===== config.mk =====
export PLATFORM = sky130hd
export DESIGN_NAME = adc_voltage_ascii_reporter
export DESIGN_NICKNAME = d
export VERILOG_FILES = /design/src/avar_pkg.sv /design/src/avar_front.sv /design/src/avar_queue.sv /design/src/avar_back.sv /design/src/adc_voltage_ascii_reporter.sv
export SDC_FILE = /design/constraint.sdc
export NUM_CORES = 1
export LEC_CHECK = 0
export ABC_AREA = 0
export ABC_CLOCK_PERIOD_IN_PS = 8180
export BUFFER_PORTS_ARGS = -buffer_cell sky130_fd_sc_hd__clkbuf_2
export CORE_MARGIN = 2
export CORE_UTILIZATION = 40
export CTS_CLUSTER_DIAMETER = 40
export DETAILED_ROUTE_END_ITERATION = 10
export GPL_TIMING_DRIVEN = 0
export PLACE_DENSITY = 0.54
export SLEW_MARGIN = 20
export SYNTH_ARGS = -nofsm -noshare
export SYNTH_HDL_FRONTEND = slang
export SYNTH_SLANG_ARGS = --single-unit

===== constraint.sdc =====
create_clock -name clk -period 8.18 [get_ports clk]
set_input_delay 1.636 -clock clk [delete_from_list [all_inputs] [get_ports clk]]
set_output_delay 1.636 -clock clk [all_outputs]
set_load 0.005 [all_outputs]

===== src/avar_pkg.sv =====
// shared constants, types and codes of the adc voltage ascii reporter
`timescale 1ns / 1ps
`default_nettype none
package avar_pkg;

	localparam int unsigned SAMPLE_BITS = 10;
	localparam int unsigned REF_BITS    = 14;
	localparam int unsigned PROD_BITS   = SAMPLE_BITS + REF_BITS;
	localparam int unsigned MV_BITS     = 14;
	localparam int unsigned REM3_BITS   = 10;
	localparam int unsigned REM2_BITS   = 7;

	localparam logic [REF_BITS-1:0]    REF_RESET   = REF_BITS'(5000);
	localparam logic [PROD_BITS-1:0]   SAMPLE_FULL = PROD_BITS'((1 << SAMPLE_BITS) - 1);
	localparam logic [MV_BITS-1:0]     MV_MAX      = MV_BITS'(9999);

	localparam int unsigned APB_ADDR_BITS = 2;
	localparam int unsigned APB_DATA_BITS = 32;
	localparam logic [APB_ADDR_BITS-1:0] ADDR_REF_MV = '0;

	localparam logic [7:0] CMD_CH0    = 8'h61;
	localparam logic [7:0] CMD_CH1    = 8'h62;
	localparam logic [7:0] CMD_CH7    = 8'h63;
	localparam logic [7:0] ASCII_ZERO = 8'h30;
	localparam logic [7:0] ASCII_DOT  = 8'h2E;
	localparam logic [7:0] ASCII_V    = 8'h56;
	localparam logic [7:0] ASCII_LF   = 8'h0A;

	localparam int unsigned QUEUE_DEPTH = 8;
	localparam int unsigned QPTR_BITS   = $clog2(QUEUE_DEPTH);
	localparam int unsigned QCNT_BITS   = QPTR_BITS + 1;
	localparam int unsigned OCC_BITS    = QCNT_BITS + 1;

	typedef struct packed {
		logic [3:0] d3;
		logic [3:0] d2;
		logic [3:0] d1;
		logic [3:0] d0;
	} avar_digits_t;

	typedef struct packed {
		logic                 empty;
		logic [QCNT_BITS-1:0] level;
	} avar_qstat_t;

	typedef enum logic [6:0] {
		ST_VOLT = 7'b0000001,
		ST_DOT  = 7'b0000010,
		ST_HUND = 7'b0000100,
		ST_TENS = 7'b0001000,
		ST_ONES = 7'b0010000,
		ST_UNIT = 7'b0100000,
		ST_EOL  = 7'b1000000
	} avar_char_st_t;

endpackage
`default_nettype wire


===== src/avar_front.sv =====
// front end: command decode, scaling to millivolts and decimal digit split
`timescale 1ns / 1ps
`default_nettype none
module avar_front
	import avar_pkg::*;
(
	input  wire logic                   clk,
	input  wire logic                   arst_n,
	input  wire logic                   in_valid,
	output logic                        in_stall,
	input  wire logic [7:0]             rx_byte,
	input  wire logic [SAMPLE_BITS-1:0] sample_ch0,
	input  wire logic [SAMPLE_BITS-1:0] sample_ch1,
	input  wire logic [SAMPLE_BITS-1:0] sample_ch7,
	input  wire logic [REF_BITS-1:0]    ref_mv,
	input  wire avar_qstat_t            qstat,
	output logic                        push,
	output avar_digits_t                push_data
);

	logic                   v_s1, v_s2, v_s3, v_s4;
	logic [PROD_BITS-1:0]   prod_s1;
	logic [MV_BITS-1:0]     mv_s2;
	logic [3:0]             d3_s3, d3_s4;
	logic [REM3_BITS-1:0]   rem3_s3;
	logic [3:0]             d2_s4;
	logic [REM2_BITS-1:0]   rem2_s4;

	logic                   cmd_hit;
	logic [SAMPLE_BITS-1:0] code_sel;
	logic [OCC_BITS-1:0]    occ;
	logic                   accept;

	logic [PROD_BITS-1:0]   q_a, r_a, q_b, r_b, q_sum;
	logic [MV_BITS-1:0]     mv_next;

	logic [3:0]             d3_next, d2_next, d1_next;
	logic [MV_BITS-1:0]     sub3;
	logic [REM3_BITS-1:0]   sub2;
	logic [REM2_BITS-1:0]   sub1;

	// credit check: queued entries plus items still in the pipe
	assign occ = OCC_BITS'(qstat.level) + OCC_BITS'(v_s1) + OCC_BITS'(v_s2)
		+ OCC_BITS'(v_s3) + OCC_BITS'(v_s4);
	assign in_stall = (occ >= OCC_BITS'(QUEUE_DEPTH));
	assign accept   = in_valid && !in_stall;

	always_comb begin
		cmd_hit  = 1'b1;
		code_sel = sample_ch0;
		case (rx_byte)
			CMD_CH0: code_sel = sample_ch0;
			CMD_CH1: code_sel = sample_ch1;
			CMD_CH7: code_sel = sample_ch7;
			default: cmd_hit = 1'b0;
		endcase
	end

	// divide by 2^n-1: fold the high part back twice, then one correction
	always_comb begin
		q_a   = prod_s1 >> SAMPLE_BITS;
		r_a   = (prod_s1 & SAMPLE_FULL) + q_a;
		q_b   = r_a >> SAMPLE_BITS;
		r_b   = (r_a & SAMPLE_FULL) + q_b;
		q_sum = q_a + q_b + PROD_BITS'(r_b >= SAMPLE_FULL);
		if (q_sum > PROD_BITS'(MV_MAX)) begin
			mv_next = MV_MAX;
		end else begin
			mv_next = q_sum[MV_BITS-1:0];
		end
	end

	always_comb begin
		d3_next = '0;
		sub3    = '0;
		for (int k = 1; k <= 9; k++) begin
			if (mv_s2 >= MV_BITS'(k * 1000)) begin
				d3_next = 4'(k);
				sub3    = MV_BITS'(k * 1000);
			end
		end
	end

	always_comb begin
		d2_next = '0;
		sub2    = '0;
		for (int k = 1; k <= 9; k++) begin
			if (rem3_s3 >= REM3_BITS'(k * 100)) begin
				d2_next = 4'(k);
				sub2    = REM3_BITS'(k * 100);
			end
		end
	end

	always_comb begin
		d1_next = '0;
		sub1    = '0;
		for (int k = 1; k <= 9; k++) begin
			if (rem2_s4 >= REM2_BITS'(k * 10)) begin
				d1_next = 4'(k);
				sub1    = REM2_BITS'(k * 10);
			end
		end
	end

	always_ff @(posedge clk or negedge arst_n) begin
		if (!arst_n) begin
			v_s1 <= 1'b0;
			v_s2 <= 1'b0;
			v_s3 <= 1'b0;
			v_s4 <= 1'b0;
		end else begin
			v_s1 <= accept && cmd_hit;
			v_s2 <= v_s1;
			v_s3 <= v_s2;
			v_s4 <= v_s3;
		end
	end

	always_ff @(posedge clk) begin
		prod_s1 <= PROD_BITS'(code_sel) * PROD_BITS'(ref_mv);
		mv_s2   <= mv_next;
		d3_s3   <= d3_next;
		rem3_s3 <= REM3_BITS'(mv_s2 - sub3);
		d3_s4   <= d3_s3;
		d2_s4   <= d2_next;
		rem2_s4 <= REM2_BITS'(rem3_s3 - sub2);
	end

	assign push         = v_s4;
	assign push_data.d3 = d3_s4;
	assign push_data.d2 = d2_s4;
	assign push_data.d1 = d1_next;
	assign push_data.d0 = 4'(rem2_s4 - sub1);

endmodule
`default_nettype wire


===== src/avar_queue.sv =====
// short register queue of digit sets between front and back
`timescale 1ns / 1ps
`default_nettype none
module avar_queue
	import avar_pkg::*;
(
	input  wire logic         clk,
	input  wire logic         arst_n,
	input  wire logic         push,
	input  wire avar_digits_t push_data,
	input  wire logic         pop,
	output avar_digits_t      pop_data,
	output avar_qstat_t       qstat
);

	avar_digits_t         mem_q [QUEUE_DEPTH];
	logic [QPTR_BITS-1:0] wr_ptr_q, rd_ptr_q;
	logic [QCNT_BITS-1:0] level_q;

	always_ff @(posedge clk or negedge arst_n) begin
		if (!arst_n) begin
			wr_ptr_q <= '0;
			rd_ptr_q <= '0;
			level_q  <= '0;
		end else begin
			if (push) begin
				wr_ptr_q <= wr_ptr_q + 1'b1;
			end
			if (pop) begin
				rd_ptr_q <= rd_ptr_q + 1'b1;
			end
			if (push && !pop) begin
				level_q <= level_q + 1'b1;
			end else if (pop && !push) begin
				level_q <= level_q - 1'b1;
			end
		end
	end

	always_ff @(posedge clk) begin
		if (push) begin
			mem_q[wr_ptr_q] <= push_data;
		end
	end

	assign pop_data    = mem_q[rd_ptr_q];
	assign qstat.empty = (level_q == '0);
	assign qstat.level = level_q;

	a_no_overflow: assert property (@(posedge clk) disable iff (!arst_n)
		!(push && !pop && level_q == QCNT_BITS'(QUEUE_DEPTH)))
		else $error("queue overflow");

	a_no_underflow: assert property (@(posedge clk) disable iff (!arst_n)
		!(pop && level_q == '0))
		else $error("queue underflow");

	a_level_step: assert property (@(posedge clk) disable iff (!arst_n)
		(push && !pop) |=> (level_q == $past(level_q) + 1'b1))
		else $error("queue level did not follow push");

endmodule
`default_nettype wire


===== src/avar_back.sv =====
// back end: walks one digit set through the seven characters of the report
`timescale 1ns / 1ps
`default_nettype none
module avar_back
	import avar_pkg::*;
(
	input  wire logic         clk,
	input  wire logic         arst_n,
	input  wire avar_qstat_t  qstat,
	input  wire avar_digits_t entry,
	output logic              pop,
	output logic              out_valid,
	input  wire logic         out_stall,
	output logic [7:0]        char_out,
	output logic              last_char
);

	avar_char_st_t state_q, state_next;
	logic          valid_q;
	logic [7:0]    char_q, char_next;
	logic          last_q;
	logic          adv, take;

	assign adv  = !valid_q || !out_stall;
	assign take = adv && !qstat.empty;
	assign pop  = take && (state_q == ST_EOL);

	always_comb begin
		state_next = ST_VOLT;
		char_next  = ASCII_LF;
		case (state_q)
			ST_VOLT: begin
				state_next = ST_DOT;
				char_next  = ASCII_ZERO + 8'(entry.d3);
			end
			ST_DOT: begin
				state_next = ST_HUND;
				char_next  = ASCII_DOT;
			end
			ST_HUND: begin
				state_next = ST_TENS;
				char_next  = ASCII_ZERO + 8'(entry.d2);
			end
			ST_TENS: begin
				state_next = ST_ONES;
				char_next  = ASCII_ZERO + 8'(entry.d1);
			end
			ST_ONES: begin
				state_next = ST_UNIT;
				char_next  = ASCII_ZERO + 8'(entry.d0);
			end
			ST_UNIT: begin
				state_next = ST_EOL;
				char_next  = ASCII_V;
			end
			ST_EOL: begin
				state_next = ST_VOLT;
				char_next  = ASCII_LF;
			end
			default: begin
				state_next = ST_VOLT;
				char_next  = ASCII_LF;
			end
		endcase
	end

	always_ff @(posedge clk or negedge arst_n) begin
		if (!arst_n) begin
			state_q <= ST_VOLT;
			valid_q <= 1'b0;
		end else if (adv) begin
			valid_q <= take;
			if (take) begin
				state_q <= state_next;
			end
		end
	end

	always_ff @(posedge clk) begin
		if (take) begin
			char_q <= char_next;
			last_q <= (state_q == ST_EOL);
		end
	end

	assign out_valid = valid_q;
	assign char_out  = char_q;
	assign last_char = last_q;

	a_last_is_lf: assert property (@(posedge clk) disable iff (!arst_n)
		(valid_q && last_q) |-> (char_q == ASCII_LF))
		else $error("last character is not a newline");

	a_pop_at_end: assert property (@(posedge clk) disable iff (!arst_n)
		pop |=> (valid_q && last_q && state_q == ST_VOLT))
		else $error("entry released before its newline");

	a_state_onehot: assert property (@(posedge clk) disable iff (!arst_n)
		$onehot(state_q))
		else $error("character state lost one-hot encoding");

endmodule
`default_nettype wire


===== src/adc_voltage_ascii_reporter.sv =====
// top level: reference register, front end, digit queue and character back end
//
// input channel (in_valid/in_stall): one transaction carries a command byte and
// the current codes of channels 0, 1 and 7. bytes 'a', 'b', 'c' pick channel
// 0, 1 or 7; every other byte is taken and dropped with no output.
// output channel (out_valid/out_stall): one character per transaction, seven
// per command: volts digit, '.', three millivolt digits, 'V', newline. the
// newline carries last_char.
// the apb port holds reference_millivolts at address 0 (reset value 5000);
// the user must see that it is written only while the block is idle, which
// the block itself does not enforce. a taken command passes four front
// stages, the first loaded at the accepting edge, then the queue write and
// the output register before its first character is valid. the character
// unit sends one character per cycle while an entry waits and out_stall is
// low; the input side takes one command per cycle until eight commands sit
// in the front stages and the queue together, then raises in_stall.
// a stall on the output holds the character register and backs up the queue.
// reset empties the front stages and the queue and restores the reference.
`timescale 1ns / 1ps
`default_nettype none
module adc_voltage_ascii_reporter
	import avar_pkg::*;
(
	input  wire logic                     clk,
	input  wire logic                     arst_n,
	input  wire logic                     psel,
	input  wire logic                     penable,
	input  wire logic                     pwrite,
	input  wire logic [APB_ADDR_BITS-1:0] paddr,
	input  wire logic [APB_DATA_BITS-1:0] pwdata,
	output logic [APB_DATA_BITS-1:0]      prdata,
	output logic                          pready,
	input  wire logic                     in_valid,
	output logic                          in_stall,
	input  wire logic [7:0]               rx_byte,
	input  wire logic [SAMPLE_BITS-1:0]   sample_ch0,
	input  wire logic [SAMPLE_BITS-1:0]   sample_ch1,
	input  wire logic [SAMPLE_BITS-1:0]   sample_ch7,
	output logic                          out_valid,
	input  wire logic                     out_stall,
	output logic [7:0]                    char_out,
	output logic                          last_char
);

	logic [REF_BITS-1:0] ref_mv_q;
	avar_qstat_t         qstat;
	avar_digits_t        push_data, pop_data;
	logic                push, pop;

	assign pready = 1'b1;

	always_ff @(posedge clk or negedge arst_n) begin
		if (!arst_n) begin
			ref_mv_q <= REF_RESET;
		end else if (psel && penable && pwrite && pready && paddr == ADDR_REF_MV) begin
			ref_mv_q <= pwdata[REF_BITS-1:0];
		end
	end

	always_comb begin
		prdata = '0;
		if (paddr == ADDR_REF_MV) begin
			prdata = APB_DATA_BITS'(ref_mv_q);
		end
	end

	avar_front u_front (
		.clk        (clk),
		.arst_n     (arst_n),
		.in_valid   (in_valid),
		.in_stall   (in_stall),
		.rx_byte    (rx_byte),
		.sample_ch0 (sample_ch0),
		.sample_ch1 (sample_ch1),
		.sample_ch7 (sample_ch7),
		.ref_mv     (ref_mv_q),
		.qstat      (qstat),
		.push       (push),
		.push_data  (push_data)
	);

	avar_queue u_queue (
		.clk       (clk),
		.arst_n    (arst_n),
		.push      (push),
		.push_data (push_data),
		.pop       (pop),
		.pop_data  (pop_data),
		.qstat     (qstat)
	);

	avar_back u_back (
		.clk       (clk),
		.arst_n    (arst_n),
		.qstat     (qstat),
		.entry     (pop_data),
		.pop       (pop),
		.out_valid (out_valid),
		.out_stall (out_stall),
		.char_out  (char_out),
		.last_char (last_char)
	);

endmodule
`default_nettype wire

# [After elaboration in Yosys (flattened, before gate mapping)]
# Memory sizes are Yosys's and may differ from the RTL's.
# Index checks and enable logic that the tools add are counted.
[op_classes] add_sub_neg=19 multipliers=1 n_div=0 n_lt_le_gt_ge=30 n_eq_ne=10 shifts=0 n_mux=61 bitwise_logic=0 reduce_logical=23
[ops] cell="two-way mux 10 bit" count=9
[ops] cell="two-way mux 7 bit" count=9
[ops] cell=">= comparator 14 x 13 -> 1 bit, second input constant" count=4
[ops] cell="two-way mux 4 bit" count=13
[ops] cell="case mux 8 bit (6 select lines)" count=1
[ops] cell="case mux 7 bit (6 select lines)" count=1
[ops] cell=">= comparator 10 bit, second input constant" count=4
[ops] cell="two-way mux 3 bit" count=12
[ops] cell="adder 10 x 14 -> 15 bit" count=2
[ops] cell=">= comparator 10 x 9 -> 1 bit, second input constant" count=3
[ops] cell="adder 6 x 4 -> 7 bit, first input constant" count=4
[ops] cell=">= comparator 14 x 12 -> 1 bit, second input constant" count=2
[ops] cell="adder 24 x 1 -> 24 bit" count=1
[ops] cell="== test 8 x 7 -> 1 bit, second input constant" count=3
[ops] cell=">= comparator 24 x 10 -> 1 bit, second input constant" count=1
[ops] cell="> comparator 24 x 14 -> 1 bit, second input constant" count=1
[ops] cell="multiplier 10 x 14 -> 24 bit" count=1
[ops] cell=">= comparator 7 x 6 -> 1 bit, second input constant" count=3
[ops] cell=">= comparator 7 bit, second input constant" count=3
[ops] cell="case mux 10 bit (2 select lines)" count=1
[ops] cell="adder 14 x 14 -> 15 bit" count=1
[ops] cell="adder 5 x 1 -> 5 bit" count=3
[ops] cell=">= comparator 14 x 10 -> 1 bit, second input constant" count=1
[ops] cell=">= comparator 14 x 11 -> 1 bit, second input constant" count=1
[ops] cell="32 further kinds" count=60
[totals] reg_bits=112 latchBits=0 ramBits=128 rom_bits=0 in_bits=79 elab_cells=166 n_memories=1
[memory_table] name="u_queue.mem_q" depth=8 word_bits=16 read_ports=1 rd_ports_with_merged_regs=0 write_ports=1 line="avar_queue.sv:16" source="avar_digits_t mem_q [QUEUE_DEPTH];"

# [Depth between registers and ports, before layout]
# Gate-level depths: netlist of the first run.
[depth] depth_word=11 depth_mapped=32 depth_no_buf=32

# [Modules after synthesis]
# From an unflattened synthesis of the first run, not the netlist that was laid out.
[hier_totals] hier_cells=1440 area_unflattened_um2=16189.3
[by_module_without_submodules] mod="avar_front" instances=1 cells_each=1028 area_per_inst_um2=8849.7 seq_area_each_um2=1441.4
[by_module_without_submodules] mod="avar_queue" instances=1 cells_each=245 area_per_inst_um2=5507.8 seq_area_each_um2=4093.9
[by_module_without_submodules] mod="avar_back" instances=1 cells_each=100 area_per_inst_um2=994.7 seq_area_each_um2=441.7
[by_module_without_submodules] mod="adc_voltage_ascii_reporter" instances=1 cells_each=67 area_per_inst_um2=837.1 seq_area_each_um2=356.6

# [Worst setup path after synthesis of the first run]
# OpenSTA, ideal clock, no wires.
[synth_timing] path_type="input port to flip-flop" startpoint="input rx_byte[7]" endpoint="register u_front.prod_s1[23]" setup_time_ps=72 arrival_time_ps=7383 slack_ps=725 stages=26 n_path_buf=2 cell_sequence="nand4bb_1 nor3_1 nand2_1 clkbuf_1 o21ai_0 clkbuf_1 nand2_1 fa_1 inv_1 fa_1 inv_1 fa_1 inv_1 fa_1 inv_1 fa_1 inv_1 ha_1 a211oi_1 o211ai_1 a32o_1 o211ai_1 a21oi_1 a21o_1 a21oi_1 xnor2_1"
[synth_between] elab_chain_cells=3 word_cells_on_any_way=4 cone_classes="mul: 1; eq/ne: 2; mux: 1"
[synth_lines] element="start, declared" line="adc_voltage_ascii_reporter.sv:35" source="input wire logic [7:0] rx_byte,"
[synth_lines] element="== test 8 x 7 -> 1 bit" line="avar_front.sv:51" source="case (rx_byte)"
[synth_lines] element="case mux 10 bit (2 select lines) *" line="avar_front.sv:51"
[synth_lines] element="multiplier 10 x 14 -> 24 bit *" line="avar_front.sv:121" source="prod_s1 <= PROD_BITS'(code_sel) * PROD_BITS'(ref_mv);"
[synth_lines] element="end signal, assigned" line="avar_front.sv:121"
[synth_lines] element="end, declared" line="avar_front.sv:22" source="logic [PROD_BITS-1:0] prod_s1;"
# Mark *: on every way between the ends. The rest lies on a longest branch, timed or not.
# A chain may end at the register's enable or synchronous reset.

# [Worst setup path in the final report of the first run]
# Same ends and word-level chain as after synthesis.

==> results.toml, run 1 <==
[yosys]
synth-edff-count = 136
synthArstFlopShare = 0.151
synth_top_family_by_area = "adder cells"
synthSimpleGateAreaFrac = 0.129
ys_ff_latch = 239
synth-main-ff-cell = "edfxtp_1"
syn_area_per_cell_sq_um = 10.9
synth_mux_area_frac = 0.0665
synth_cell_types = 86
syn-instance-count = 1465
yosys_warnings = 0
synth-xor-area-share = 0.0383
synth_compound_area_frac = 0.103
synthAdderAreaFrac = 0.208
yosysSeqAreaShare = 0.397
syn_area_sq_um = 16000

[cells_and_area]
layout-drive-gt1-share = 0.163
mostFrequentLayoutCells = "159 x nand2_1, 150 x inv_1, 136 x edfxtp_1, 104 x fa_1, 98 x ha_1"
diodes = 0
syn_to_final_growth_pct = 16.4
fin_nets = 1897
num-fill-cells = 3670
multi_input_area_sq_um = 8810
ff_latch_area_sq_um = 6330
final_area_sq_um = 18600
final_common_cell = "nand2_1"
final_util = 0.470

[setup_path]
crit_type = "in2reg"
rr_worst_depth = 29
endpoint_kind = "register"
r2r-start = "u_front.prod_s1[10]$_DFF_P_"
worstPathRequired_ns = 8.62
start_kind = "primary input"
arrival_ns = 8.22
crit_start = "rx_byte[7]"
worstPathMaxFanout = 10

[sta]
rsz0062_at_grt = "false"
tightest_slew_ns = 0.927
fin_crit_ns = 7.78
fin_crit_sh = 0.951
fmax_mhz = 129
hold_viol_final = 0
clock_skew_ns = 0.0139
setup_violations = 0
setup_slack_ns = 0.400
whs_ns = 0.323
slew_headroom = 0.377
drv_slew = 0

[detailed_routing]
drc = 0
wirelength_um = 36400
dr.pass1.iters = 4
vias_per_cell = 5.12
num_vias = 11111
wire_per_inst_um = 16.8
drt_iter0_drc = 549
antenna_left = 0

[power]
total_power_uw = 9060
p_leak_uw = 0.00803
p_per_area_nw_per_um2 = 487
peakVddDrop_v = 0.000306

[floorplanning]
dieHeight_um = 204
core_area_sq_um = 39500
die_w_um = 204
fp-row-count = 73
pin_count = 123
die_area_sq_um = 41500
start_util = 0.404

[place]
place_ws_ns = -0.415
place_area_sq_um = 17200
io_buffers = 84
gp_congestion = 0.795
dp_hpwl_um = 27700

[cts]
clk_latency_ns = 0.52
clock_sinks = 239
clkTransAtPathRegs_ns = 0.05
cts_buffers = 39
post_cts_buffers = 0
cts_tree = "built"
htree_levels = 2
cts_buffer_depth = 3
clock-root-buffer = "clkbuf_16"

[global_route]
grt_max_degree = 37
antenna_found_initial = 1
grt-ovfl-total = 0
grt_pass1_vias = 11277
grt_pass1_wl_um = 59000
globalRouteTotalUtil = 0.180

[hold_path]
whs_path_depth = 0
hold_start = "u_front.mv_s2[2]$_SDFF_PN1_"
hp-class = "reg2reg"

[flow_run]
drv_cap = 0

[run_status]
status = "completed"
-- flip-flops by register name, summed over array words and instances, names as in the netlist, 7 cells and up --
signal           count
ref_mv_q            14
u_back.char_out      7
u_back.state_q       7
u_front.mv_s2       14
u_front.prod_s1     24
u_front.rem2_s4      7
u_front.rem3_s3     10
u_queue.mem_q      128
-- through the flow --
step	TNS (ns)	cells
6_report	0	2171
5_1_grt	0	2171
4_1_cts	0	2171
3_5_place_dp	-1.68	2100
3_3_place_gp	-5.25	2092
2_1_floorplan	0	1483
-- area by class of cell --
type	instances	share of cell area
Buffer	77	0.0201
Clock buffer	51	0.0594
Clock inverter	20	0.0129
Inverter	151	0.0306
Multi-Input combinational cell	1016	0.474
Sequential cell	239	0.341
Tap cell	525	0.0353
Timing Repair Buffer	92	0.0269
-- power by group --
group / leakage (uW) / internal [uW] / total, uW / switching (uW)
clock: 0.000652 / 1060 / 1650 / 587
sequential: 0.00225 / 1780 / 2030 / 248
combinational: 0.00513 / 2320 / 5380 / 3060
-- final timing paths --
kind	endpoint	slack (ns)
max in group asynchronous	ref_mv_q[1]$_DFFE_PN0P_	6.34
max	u_front.prod_s1[23]$_DFF_P_	0.40
min	u_front.rem3_s3[2]$_DFF_P_	0.32
min in group asynchronous	u_queue.level_q[1]$_DFFE_PN0P_	1.25
max reg2reg	u_front.mv_s2[0]$_SDFF_PN1_	1.36
min reg2reg	u_front.rem3_s3[2]$_DFF_P_	0.32
-- Yosys cell counts, types with 9 or more instances --
cell type	instances	area (sq um)
nor3_1	22	110
o21ai_0	60	300
nand2b_1	17	106
mux2_2	17	191
dfxtp_1	67	1340
nand3_1	14	70.1
and2_1	83	519
a31oi_1	11	68.8
xor2_1	23	201
buf_4	20	150
dfrtp_1	30	751
fa_1	104	2080
mux4_2	32	721
o211ai_1	9	67.6
clkbuf_1	49	184
mux2i_1	15	150
inv_1	150	563
xnor2_1	45	394
nor2_1	60	225
nor2b_1	15	93.8
nand2_1	159	597
edfxtp_1	136	4080
a21o_1	23	173
a21oi_1	54	270
ha_1	98	1230
-- logic make-up (layout without fill, tap and decap cells) --
family	count (synthesis)	count (layout)
XOR/XNOR	69	69
flip-flops	239	239
multiplexers	64	64
AO/OA/AOI/OAI	244	244
adder cells (fa/ha/maj)	203	203
AND/OR/NAND/NOR	416	416
buffers and inverters	228	391
other	2	20
-- layer usage --
layer	up-vias	GRT usage	part of all wire
met3	46	0.0242	0.037
li1	5339	-	-
met1	5534	0.229	0.43
met5	-	0	0
met2	192	0.322	0.51
met4	0	0.0477	0.019
-- critical path: stages --
cell       delay [ns]
clkbuf_2         0.08
nand4bb_1        0.17
nor3_1           0.20
nand2_1          0.10
clkbuf_1         0.22
o21ai_1          0.62
clkbuf_1         0.53
nand2_1          0.14
fa_1             0.50
inv_1            0.05
fa_1             0.46
fa_1             0.51
fa_1             0.54
inv_1            0.05
fa_1             0.52
inv_1            0.04
ha_1             0.34
a21o_1           0.17
a21oi_1          0.13
inv_1            0.05
a32o_1           0.24
o211ai_1         0.27
a21oi_1          0.14
a21o_1           0.20
a21oi_1          0.17
xnor2_1          0.13
-- what timing repair did --
action / CTS / global route
hold buffers: 0 / 0
setup endpoints to repair: 0 / 5
resized for setup: 0 / 16
(Power assumes the default switching activity.)
==> inputs of run 2 (changes only) <==
--- a/config.mk
+++ b/config.mk
@@ -9,11 +9,11 @@
 export ABC_CLOCK_PERIOD_IN_PS = 8180
 export BUFFER_PORTS_ARGS = -buffer_cell sky130_fd_sc_hd__clkbuf_2
 export CORE_MARGIN = 2
-export CORE_UTILIZATION = 40
+export CORE_UTILIZATION = 35
 export CTS_CLUSTER_DIAMETER = 40
 export DETAILED_ROUTE_END_ITERATION = 10
 export GPL_TIMING_DRIVEN = 0
-export PLACE_DENSITY = 0.54
+export PLACE_DENSITY = 0.48
 export SLEW_MARGIN = 20
 export SYNTH_ARGS = -nofsm -noshare
 export SYNTH_HDL_FRONTEND = slang
==> run 2 against run 1 <==
  * First-iteration DRC count down 8.2%
  * Clock power up 6%
  * Sequential cell count unchanged
  * Sequential share of layout area fell by 0.33 points
  * Global-route usage decreased by 1.8 points
  * Register-to-register slack got worse by 0.02 ns
  * Critical path depth decreased by 2
  * Power grew 0.89%
  * Largest power group unchanged
==> results.toml, run 2 (synthesis gave the netlist of run 1 again) <==
[sta]
fin_crit_sh = 0.936
tns_ns = 0
drv_slew = 0
fmax_mhz = 131
rsz0062_at_grt = "false"
setup_violations = 0
slew_headroom = 0.375
hold_viol_final = 0
clock_skew_ns = 0.0185
fin_crit_ns = 7.66
tightest_slew_ns = 0.928

[detailed_routing]
drc = 0
drt_iter0_drc = 504
dr.pass1.iters = 5
num_vias = 11020
wirelength_um = 37200
wire_per_inst_um = 16.6
vias_per_cell = 4.90
antenna_left = 0

[cts]
cts_buffers = 40
clkTransAtPathRegs_ns = 0.05
htree_levels = 2
clock_sinks = 239
cts.hold.buffers_added = 0
cts_buffer_depth = 3
clock-root-buffer = "clkbuf_16"
cts_tree = "built"
clk_latency_ns = 0.55

[power]
p_leak_uw = 0.00809
peakVddDrop_v = 0.000270
p_per_area_nw_per_um2 = 487
total_power_uw = 9140

[floorplanning]
dieHeight_um = 218
fp-row-count = 78
pin_count = 123
die_w_um = 218
core_area_sq_um = 45200
die_area_sq_um = 47400
start_util = 0.353

[cells_and_area]
reg.largest.list = "u_queue.mem_q: 128 flops, u_front.prod_s1: 24 flops"
syn_to_final_growth_pct = 17.6
fin_nets = 1898
mostFrequentLayoutCells = "159 x nand2_1, 150 x inv_1, 136 x edfxtp_1, 104 x fa_1, 98 x ha_1"
largest_register = "u_queue.mem_q"
final_util = 0.416
layout-drive-gt1-share = 0.168
largest_reg_flops = 128
final_common_cell = "nand2_1"
diodes = 0

[global_route]
grt_pass1_vias = 11301
grt_pass1_wl_um = 60500
antenna_found_initial = 1
grt_max_degree = 37
grt-ovfl-total = 0
globalRouteTotalUtil = 0.162

[place]
dp_hpwl_um = 28300
gp_congestion = 0.816
io_buffers = 84

[run_status]
status = "completed"

[flow_run]
drv_cap = 0

[setup_path]
endpoint_kind = "register"
worstPathMaxFanout = 10
crit_type = "in2reg"
arrival_ns = 8.09
worstPathRequired_ns = 8.61
start_kind = "primary input"

[hold_path]
hp-class = "reg2reg"
-- run 2: path summary, 6_finish.rpt --
| kind | startpoint | end | slack (ns) | depth (start not counted) |
|---|---|---|---|---|
| setup / recovery | rx_byte[7] | u_front.prod_s1[22]$_DFF_P_ | 0.52 | 24 |
| hold / removal | u_front.mv_s2[2]$_SDFF_PN1_ | u_front.rem3_s3[2]$_DFF_P_ | 0.32 | 0 |
| setup reg to reg | u_front.prod_s1[11]$_DFF_P_ | u_front.mv_s2[4]$_SDFF_PN0_ | 1.34 | 30 |
| hold reg to reg | u_front.mv_s2[2]$_SDFF_PN1_ | u_front.rem3_s3[2]$_DFF_P_ | 0.32 | 0 |
| max in group asynchronous | arst_n | ref_mv_q[10]$_DFFE_PN0P_ | 6.35 | 1 |
| min in group asynchronous | arst_n | u_front.v_s3$_DFF_PN0_ | 1.21 | 1 |
-- run 2: final cells by class --
type / instances / area, sq um
Buffer: 77 / 375
Inverter: 151 / 569
Tap cell: 600 / 751
Clock buffer: 50 / 1140
Fill cell: 4339 / 26400
Sequential cell: 239 / 6330
Multi-Input combinational cell: 1016 / 8820
Timing Repair Buffer: 92 / 503
Clock inverter: 24 / 284
-- run 2: power breakdown --
group          switching [uW]  internal [uW]  leakage, uW
registers                 248           1780      0.00225
clock network             635           1110     0.000705
logic                    3050           2310      0.00513
-- run 2: worst max-delay path: stages --
cell and delay [ns]:
clkbuf_2 0.08, nand4bb_1 0.17, nor3_1 0.22, nand2_1 0.11, clkbuf_1 0.24, o21ai_1 0.55, clkbuf_2 0.38, nand2_1 0.12
fa_1 0.56, inv_1 0.05, fa_1 0.49, ha_1 0.34, fa_1 0.53, inv_1 0.05, fa_1 0.53, inv_1 0.05
ha_1 0.35, nor2b_1 0.17, o31ai_1 0.35, a31oi_1 0.22, nand2b_1 0.24, a221oi_1 0.35, a21oi_1 0.14, xor2_1 0.16
-- run 2: what timing repair did --
action / CTS / global route
endpoints found under the hold margin: 0 / 0
buffers inserted: 0 / 0
gates resized for setup: 0 / 20
setup endpoints to repair: 0 / 5
-- run 2: routing by layer --
metal | GRT usage | share of wire | wire (um) | vias up
li1 | - | - | - | 5356
met1 | 0.210 | 0.45 | 16800 | 5432
met2 | 0.281 | 0.49 | 18400 | 182
met3 | 0.0245 | 0.034 | 1260 | 50
met4 | 0.0473 | 0.020 | 752 | 0
met5 | 0 | 0 | 0 | -
-- run 2: stage by stage --
step	cell area (sq um)	setup slack, ns	instances	hold WS [ns]
after global routing	18800	0.0568	2249	0.329
after global placement	17200	-0.796	2167	0.314
after floorplan	16000	0.725	1483	0.310
after detailed placement	17300	-0.514	2175	0.312
final	18800	0.520	2249	0.321
after CTS	18800	0.0700	2249	0.322
==> inputs of run 3 (changes only) <==
==> constraint.sdc (replaced) <==
create_clock -name clk -period 8.18 [get_ports clk]
set_input_delay 0.409 -clock clk [delete_from_list [all_inputs] [get_ports clk]]
set_output_delay 0.409 -clock clk [all_outputs]
set_load 0.005 [all_outputs]
==> run 3 against run 2 <==
  * The run now ends with negative hold slack left
  * Power about the same
  * Non-clock buffer count unchanged
  * Clock power about the same
  * Sequential power about the same
  * Critical path depth increased by 6
  * Critical path type is now reg2reg
==> results.toml, run 3 (synthesis gave the netlist of run 1 again) <==
[cts]
clock-root-buffer = "clkbuf_16"
cts_buffers = 40
post_cts_buffers = 0
cts.hold.buffers_added = 0
cts_buffer_depth = 3
clock_sinks = 239
cts_resized = 0
clk_latency_ns = 0.55
cts_tree = "built"
clkTransAtPathRegs_ns = 0.06
htree_levels = 2

[detailed_routing]
vias_per_cell = 4.91
antenna_left = 0
dr.pass1.iters = 5
drc = 0
drt_iter0_drc = 492
num_vias = 11041
wirelength_um = 37200
wire_per_inst_um = 16.6

[global_route]
grt_pass1_wl_um = 60500
grt-ovfl-total = 0
antenna_found_initial = 1
grt_max_degree = 37
grt_pass1_vias = 11301
globalRouteTotalUtil = 0.162

[setup_path]
worstPathRequired_ns = 8.62
rr_worst_depth = 30
crit_start = "u_front.prod_s1[11]$_DFF_P_"
critical-path-top-delay-family = "compound AO/OA/AOI/OAI gates"
crit_type = "reg2reg"
worstPathMaxFanout = 8
r2r-start = "u_front.prod_s1[11]$_DFF_P_"
arrival_ns = 7.28
max_stage_delay_ns = 0.55
start_kind = "register"
endpoint_kind = "register"
timing.rr.end = "u_front.mv_s2[4]$_SDFF_PN0_"
path_buf_inv = 2
setup.worst_path.end = "u_front.mv_s2[4]$_SDFF_PN0_"
cp.depth = 30
slowest_stage = "nor4_1"
reg2reg_slack_ns = 1.34

[place]
dp_hpwl_um = 28300
io_buffers = 84
gp_congestion = 0.816
place_area_sq_um = 17300

[sta]
fmax_mhz = 146
hold_viol_final = 12
fin_crit_ns = 6.84
setup_violations = 0
clock_skew_ns = 0.0181
tns_ns = 0
rsz0062_at_grt = "false"
fin_crit_sh = 0.837
drv_slew = 0
slew_headroom = 0.324
tightest_slew_ns = 1.00
whs_ns = -0.00983

[cells_and_area]
reg.largest.list = "u_queue.mem_q: 128 flops, u_front.prod_s1: 24 flops"
final_util = 0.415
fin_nets = 1898
final_area_sq_um = 18800
num-fill-cells = 4341
final_common_cell = "nand2_1"
mostFrequentLayoutCells = "159 x nand2_1, 150 x inv_1, 136 x edfxtp_1, 104 x fa_1, 98 x ha_1"
layout-drive-gt1-share = 0.163
largest_reg_flops = 128
largest_register = "u_queue.mem_q"
syn_to_final_growth_pct = 17.4
diodes = 0

[floorplanning]
dieHeight_um = 218
start_util = 0.353
core_area_sq_um = 45200
fp-row-count = 78
die_w_um = 218
pin_count = 123
die_area_sq_um = 47400

[power]
p_leak_uw = 0.00807
p_per_area_nw_per_um2 = 488
total_power_uw = 9140
peakVddDrop_v = 0.000270

[hold_path]
hp-class = "in2async"

[flow_run]
drv_cap = 0

[run_status]
violations = "negative hold slack"
status = "complete, but fails checks"
==> run 3: changes by cell type in the layout (fill, tap and decap cells not counted) <==
cell	delta
o21ai_1	-1
buf_1	-1
clkbuf_2	-4
o21ai_2	-5
clkbuf_1	+5
o21ai_0	+6
==> run 3: area by class of cell <==
class,count,area [sq um],share of cell area
well taps,600,751,0.0400
inverters,151,569,0.0304
plain buffers,77,370,0.0197
clock buffers,50,1140,0.0609
clock inverters,24,284,0.0151
flip-flops and latches,239,6330,0.338
multi-input cells,1016,8800,0.469
repair buffers,92,503,0.0268
==> run 3: power breakdown <==
part,internal (uW),switching [uW]
sequential,1780,248
combinational,2310,3060
clock,1110,636
total,5200,3940
==> run 3: routing by layer <==
layer,global-route usage,part of all wire,vias to the layer above
met5,0,0,-
met4,0.0473,0.020,0
met2,0.281,0.49,194
met3,0.0245,0.036,50
met1,0.210,0.45,5444
li1,-,-,5353
==> run 3: worst min-delay path by stage <==
stage | start | to | slack, ns | cells after the start
2_1_floorplan | arst_n | ref_mv_q[0]$_DFFE_PN0P_ | 0.11 | 0
3_3_place_gp | u_front.mv_s2[2]$_SDFF_PN1_ | u_front.rem3_s3[2]$_DFF_P_ | 0.31 | 0
3_5_place_dp | u_front.mv_s2[2]$_SDFF_PN1_ | u_front.rem3_s3[2]$_DFF_P_ | 0.31 | 0
4_1_cts | arst_n | u_front.v_s3$_DFF_PN0_ | 0.06 | 1
5_1_grt | arst_n | u_front.v_s3$_DFF_PN0_ | 0.06 | 1
6_report | arst_n | u_front.v_s3$_DFF_PN0_ | -0.01 | 1
==> run 3: stage by stage <==
step | cells | worst slack (ns)
6_report | 2249 | 1.34
3_5_place_dp | 2175 | 0.713
2_1_floorplan | 1483 | 1.95
5_1_grt | 2249 | 0.604
3_3_place_gp | 2167 | 0.431
4_1_cts | 2249 | 1.28
